**src/rtl/core/dgo_ram.sv**
```systemverilog
module dgo_ram #(
  parameter int unsigned WIDTH = 8,
  parameter int unsigned DEPTH = 16
) (
  input  logic                     clk,
  input  logic                     we,
  input  logic [$clog2(DEPTH)-1:0] waddr,
  input  logic [WIDTH-1:0]         wdata,
  input  logic [$clog2(DEPTH)-1:0] raddr,
  output logic [WIDTH-1:0]         rdata
);

  logic [WIDTH-1:0] mem [DEPTH];

  // one write port, one registered read port
  always_ff @(posedge clk) begin
    if (we) begin
      mem[waddr] <= wdata;
    end
    rdata <= mem[raddr];
  end

endmodule

```
**config.mk**
```make
export PLATFORM = sky130hd
export DESIGN_NAME = dgo_ram
export DESIGN_NICKNAME = d
export VERILOG_FILES = /design/src/rtl/core/dgo_ram.sv
export SDC_FILE = /design/constraint.sdc
export NUM_CORES = 1
export LEC_CHECK = 0
export ABC_AREA = 1
export BUFFER_PORTS_ARGS = -buffer_cell sky130_fd_sc_hd__buf_2
export CAP_MARGIN = 20
export CORE_MARGIN = 2
export CORE_UTILIZATION = 55
export CTS_CLUSTER_DIAMETER = 120
export CTS_CLUSTER_SIZE = 8
export DETAILED_ROUTE_END_ITERATION = 10
export GPL_ROUTABILITY_DRIVEN = 0
export GPL_TIMING_DRIVEN = 0
export PLACE_DENSITY = 0.75
export REMOVE_ABC_BUFFERS = 1
export SKIP_LAST_GASP = 1
export SYNTH_ARGS = -nofsm -noshare
export SYNTH_HDL_FRONTEND = slang
export SYNTH_SLANG_ARGS = --single-unit
```
**constraint.sdc**
```tcl
create_clock -name clk -period 1.32 [get_ports clk]
set_input_delay 0.396 -clock clk [delete_from_list [all_inputs] [get_ports clk]]
set_output_delay 0.396 -clock clk [all_outputs]
set_load 0.05 [all_outputs]
```
==> results of run 1 <==
[per-layer routing]
layer	up-vias	track usage (%)
li1	1813	-
met1	1855	28.0
met2	190	39.5
met3	47	5.09
met4	0	13.3
met5	-	0
[kinds of logic after synthesis]
group,after synthesis,synth area share [%]
AND/OR/NAND/NOR,289,21.0
flip-flops,136,69.4
buffers and inverters,126,9.52
[worst max-delay path by stage]
stage / start / slack (ns) / to
after floorplan: raddr[0] / -0.06 / rdata[2]
after global routing: rdata[4] / -0.11 / rdata[4]
after CTS: rdata[6] / -0.09 / rdata[6]
final: rdata[6] / -0.08 / rdata[6]
after detailed placement: raddr[0] / -1.62 / rdata[5]
after global placement: raddr[0] / -1.52 / rdata[7]
[Yosys cell counts]
cell and instances:
dfxtp_1 8, buf_2 13, inv_2 2, buf_4 4, nand3b_1 2, edfxtp_1 128
nand2_1 173, buf_6 6, buf_1 1, nor2_1 17, nand3_1 97, inv_1 100
[power groups by stage]
stage               Combinational, mW  Sequential [mW]  Clock [mW]
floorplan                       0.261             5.04           0
global placement                0.619             4.94           0
detailed placement              0.640             4.94           0
CTS                             0.685             4.87        4.39
global route                    0.756             4.88        4.60
finish                          0.700             4.87        4.40
[stage by stage]
stage / total power [mW] / instance area, um^2
5_1_grt: 10.2 / 6560
6_report: 9.97 / 6560
3_5_place_dp: 5.58 / 5900
4_1_cts: 9.95 / 6530
3_3_place_gp: 5.56 / 5900
2_1_floorplan: 5.30 / 5600
[what timing repair did]
| action | in CTS | in global routing |
|---|---|---|
| hold endpoints to repair | 0 | 0 |
| endpoints found under the setup margin | 16 | 24 |
| hold buffers | 0 | 0 |
| resized for setup | 30 | 9 |
[sequential cells by signal, indices dropped and copies added (netlist names)]
| name | flops |
|---|---|
| rdata | 8 |
| mem | 128 |
[layout make-up]
class,instances,area (um^2),share of cell area [%]
Timing Repair Buffer,25,198,3.02
Multi-Input combinational cell,289,1220,18.6
Sequential cell,136,4010,61.2
Clock buffer,24,490,7.48
Tap cell,136,170,2.60
Clock inverter,8,68.8,1.05
Inverter,102,398,6.07
==> impl_results.md, run 1 <==
* Clock skew at 0.00634 ns
* Synth top area cells: edfxtp_1, nand2_1, nand3_1
* Pre-CTS setup slack at -1.62 ns
* MaxCap Viol Count at 0
* Num ports at 26
* Delay-heaviest family, CP: flip-flops
* Die area at 11300 um^2
* Via count at 3905
* Top sig layer: met4
* YS warnings at 0
* Final hold slack at 0.242 ns
* CTS buffer count at 17
* Initial antenna violation count at 0
* Final net count at 589
* Met3 routed WL at 1160 um
* Worst setup slack after layout at -0.0822 ns
* Routed WL at 12200 um
* Sw power at 2.21 mW
* Reg2reg path depth at 6
* Synth area leader: edfxtp_1
* Vias in the first global route at 3705
* Flop-to-flop setup slack at 0.22 ns
* Inst Count DP at 688
* CP required at 0.92 ns
* DR vias/cell at 5.42
* Commonest non-fill, non-tap cell in the layout: nand2_1
* Hold_sp: raddr[3]
* Kind of path behind the tightest hold check: in2reg
* Gate power share at 7.0%
* Hpwl dp at 7120 um
* Pin count of the biggest net entering global routing at 66
* DRT met1 WL at 4270 um
* H-tree depth at 4
* Switching part of the total at 22.2%
* Hold EP: rdata[2]
* Core area at 10200 um^2
* CP Launch Type: register
* Clock transition at path regs at 0.06 ns
* Crit path max fanout at 1
* Violated checks: setup timing
* Longest Clk Path Bufs at 2
* Final setup viols at 8
* CP cell instances: buf_8
* R2r startpoint: mem[7][1]
* Avg Cell Area, Syn at 10.5 um^2
* Clk Latency, worst-skew pair at 0.53 ns
* Initial drt markers at 361
* Total negative slack at -0.582 ns
* Initial Util at 56.4%
* Power per cell area at 1520 nW/um^2
* Hold path cells at 3
* Leakage at 2.83 nW
* WP buf/inv at 1
* Antenna Cells at 0
* Filler Cell Count at 745
* Slowest stage delay, CP at 0.33 ns
* Synth top area share at 66.7%
* Die X at 106 um
* CTS tree: yes
* Fin crit share at 106%
* Worst Max-Slew Pin Slew at 0.846 ns
* Status: finished with violations
* Peak Freq at 713 MHz
* Commonest non-fill, non-tap cells in the layout: nand2_1, edfxtp_1, inv_1
* Worst rel slew slack at 43.4%
* Critical path type: reg2out
* DR WL met2 at 6300 um
* Avg WL per Cell at 17.0 um
* Crit path DAT at 1.01 ns
* Mapped Cells at 551
* Final hold vios at 0
* Worst vdd ir at 0.000926 V
* Slew Viols, Final at 0
* Count of cell types in the netlist at 12
* P_int at 7.76 mW
* Post-Syn Area at 5770 um^2
* Register share of total power at 48.8%
* Post-route ant nets at 0
* First-pass GRT wire length at 19200 um
* Final Util at 64.1%
* Total gr overflow at 0
* Fin cells at 720
* Power share of the clock group at 44.2%
* RSZ-0062 raised after global routing: true
* Crit path time final at 1.40 ns
* FP Rows at 37
* Layout cell share with drive strength beyond 1 at 11.3%
* GRT Util Overall at 23.5%
* DRC Markers at 0
* Syn-to-layout area delta at 13.7%
* Clock Tree Root: clkbuf_8
* Worst r2r dst: rdata[1]
* WP depth at 1
* Total clock sinks at 136
* # port buffers at 25
* Flops & latches, synth at 136
* Die height at 106 um
* Seq/Total Area, Yosys at 69.4%
* DR pass1 iterations at 6
* Post-CTS Setup Inserts at 0
* CP max stage cell: dfxtp_2
* CP endpoint kind: output port
Power figures use the tool's default switching activity.
==> run 2: changes to the inputs <==
Settings changed: CORE_UTILIZATION 55 to 61, PLACE_DENSITY 0.75 to 0.79.
Clock period 1.32 ns to 1.3 ns, I/O delays scaled along.
==> run 2 against run 1 <==
The flow still finishes with violations (setup timing). Non-clock buffer count up 1. Clock-buffer cell count decreased by 5. Critical path depth is the same. Hold slack improved by 0.017 ns. Cell area up 1.7%. Combinational power increased by 6.7%. Largest power group is now clock.
==> impl_results.md, run 2 (same netlist as run 1, synthesis figures left out) <==
* Layout cell share with drive strength beyond 1 at 12.6% (was 11.3%)
* H-tree depth at 4 (unchanged)
* Die height at 101 um (was 106 um)
* Vias in the first global route at 3830 (was 3705)
* Status: finished with violations (unchanged)
* Hold_sp: raddr[3] (unchanged)
* RSZ-0062 raised after global routing: true (unchanged)
* Core area at 9200 um^2 (was 10200 um^2)
* First-pass GRT wire length at 20400 um (was 19200 um)
* Fin crit share at 107%
* Slew Viols, Final at 0 (unchanged)
* Area of the multi-input gates at 1230 um^2 (was 1220 um^2)
* CTS buffer count at 17 (unchanged)
* Power per cell area at 1640 nW/um^2 (was 1520 nW/um^2)
* Commonest non-fill, non-tap cell in the layout: nand2_1 (unchanged)
* Hold buffers post-CTS at 0 (unchanged)
* Leakage at 2.87 nW (was 2.83 nW)
* P_int at 8.62 mW (was 7.76 mW)
* Final hold vios at 0 (unchanged)
* Worst rel slew slack at 45.3% (was 43.4%)
* Crit path time final at 1.39 ns
* Reg area at 4010 um^2 (unchanged)
* Worst setup slack after layout at -0.0943 ns (was -0.0822 ns)
* Largest reg by FF count: mem (unchanged)
* CP Launch Type: register (unchanged)
* Inst Count DP at 664 (was 688)
* Crit path DAT at 1.00 ns (was 1.01 ns)
* CP cell instances: buf_8 (unchanged)
* Total clock sinks at 136 (unchanged)
* Clock skew at 0.0116 ns (was 0.00634 ns)
* Pre-CTS setup slack at -1.12 ns (was -1.62 ns)
* Die area at 10200 um^2 (was 11300 um^2)
* Final net count at 590 (was 589)
* GRT Util Overall at 27.8% (was 23.5%)
* Switching part of the total at 21.3% (was 22.2%)
* Initial Util at 62.7% (was 56.4%)
* Kind of path behind the tightest hold check: in2reg (unchanged)
* Peak Freq at 717 MHz
* CP max stage cell: dfxtp_2 (unchanged)
* Slowest stage delay, CP at 0.35 ns (was 0.33 ns)
* Initial antenna violation count at 0 (unchanged)
* Crit path max fanout at 1 (unchanged)
* Gate power share at 6.8% (was 7.0%)
* Pin count of the biggest net entering global routing at 65 (was 66)
* Post-route ant nets at 0 (unchanged)
* DRC Markers at 0 (unchanged)
* Power share of the clock group at 48.0% (was 44.2%)
* Worst Max-Slew Pin Slew at 0.818 ns (was 0.846 ns)
* Initial drt markers at 361 (unchanged)
* Delay-heaviest family, CP: flip-flops (unchanged)
* Clock Tree Root: clkbuf_8 (unchanged)
* Filler Cell Count at 586 (was 745)
* CTS tree: yes (unchanged)
* Crit path from: rdata[3] (was rdata[6])
* FP Rows at 35 (was 37)
* Clock transition at path regs at 0.06 ns (about the same)
* MaxCap Viol Count at 0 (unchanged)
* Hpwl dp at 7280 um (was 7120 um)
* Final Util at 72.5% (was 64.1%)
* DR vias/cell at 5.62 (was 5.42)
* Fin cells at 696 (was 720)
* Routed WL at 13200 um (was 12200 um)
* Max reg flops at 128 (unchanged)
* Final hold slack at 0.260 ns (was 0.242 ns)
* Sw power at 2.33 mW (was 2.21 mW)
* Violated checks: setup timing (unchanged)
* Commonest non-fill, non-tap cells in the layout: nand2_1, edfxtp_1, inv_1 (unchanged)
* Final setup viols at 8 (unchanged)
* R2r startpoint: mem[7][0] (was mem[7][1])
* Largest regs: mem (128), rdata (8) (unchanged)
* WP buf/inv at 1 (unchanged)
* Die X at 101 um (was 106 um)
* # port buffers at 25 (unchanged)
* Num ports at 26 (unchanged)
* DR pass1 iterations at 6 (unchanged)
* Via count at 3912 (was 3905)
* CP endpoint kind: output port (unchanged)
* Syn-to-layout area delta at 15.6% (was 13.7%)
* Worst vdd ir at 0.00135 V (was 0.000926 V)
* Longest Clk Path Bufs at 2 (unchanged)
* Critical path type: reg2out (unchanged)
* Antenna Cells at 0 (unchanged)
* Avg WL per Cell at 19.0 um (was 17.0 um)
* Clk Latency, worst-skew pair at 0.52 ns (was 0.53 ns)
* CP required at 0.91 ns (was 0.92 ns)
* Total negative slack at -0.633 ns (was -0.582 ns)
* Total gr overflow at 0 (unchanged)
* Register share of total power at 45.2% (was 48.8%)
==> run 2: cell count changes in the layout (fill, tap and decap cells not counted), moves of 2 or more <==
cell and change:
buf_6 -5, buf_8 +5, bufinv_16 +5, clkbuf_8 -6, clkinv_2 -2, nor2_1 -7
nor2_2 +7
==> run 2: layout make-up <==
| class | count | share of cell area, % |
|---|---|---|
| sequential | 136 | 60.2 |
| multi-input combinational | 289 | 18.5 |
| clock buffer | 19 | 6.33 |
| inverter | 102 | 6.03 |
| timing repair buffer | 26 | 3.45 |
| clock inverter | 13 | 3.38 |
| tap | 111 | 2.08 |
==> run 2: power by group through the flow <==
stage	clock, mW	sequential [mW]	combinational [mW]
floorplan	0	5.12	0.265
global placement	0	5.01	0.632
detailed placement	0	5.02	0.659
CTS	5.22	4.95	0.724
global route	5.45	4.96	0.803
finish	5.26	4.95	0.747
==> run 2: per-layer routing <==
layer	up-vias	GRT usage, %	routed length, um
met2	207	48.3	7050
met3	38	5.52	1030
met1	1850	33.9	4720
met4	0	12.1	431
li1	1817	-	-
met5	-	0	0
==> run 2: per-stage QoR <==
| step | instance area (um^2) | power, mW |
|---|---|---|
| after floorplan | 5600 | 5.38 |
| after global placement | 5860 | 5.64 |
| after detailed placement | 5880 | 5.68 |
| after CTS | 6630 | 10.9 |
| after global routing | 6670 | 11.2 |
| final | 6670 | 11.0 |
==> run 2: path summary, 6_finish.rpt <==
kind,endpoint,slack (ns),depth (start not counted)
worst max-delay path,rdata[3],-0.09,1
worst min-delay path,rdata[4],0.26,3
worst max register to register,rdata[0],0.16,6
worst min register to register,rdata[4],0.69,6
==> run 2: timing repair <==
action                                  4_1_cts  5_1_grt
buffers inserted                              0        0
endpoints found under the setup margin       24       71
resized for setup                            35       14
gates cloned                                  0        0
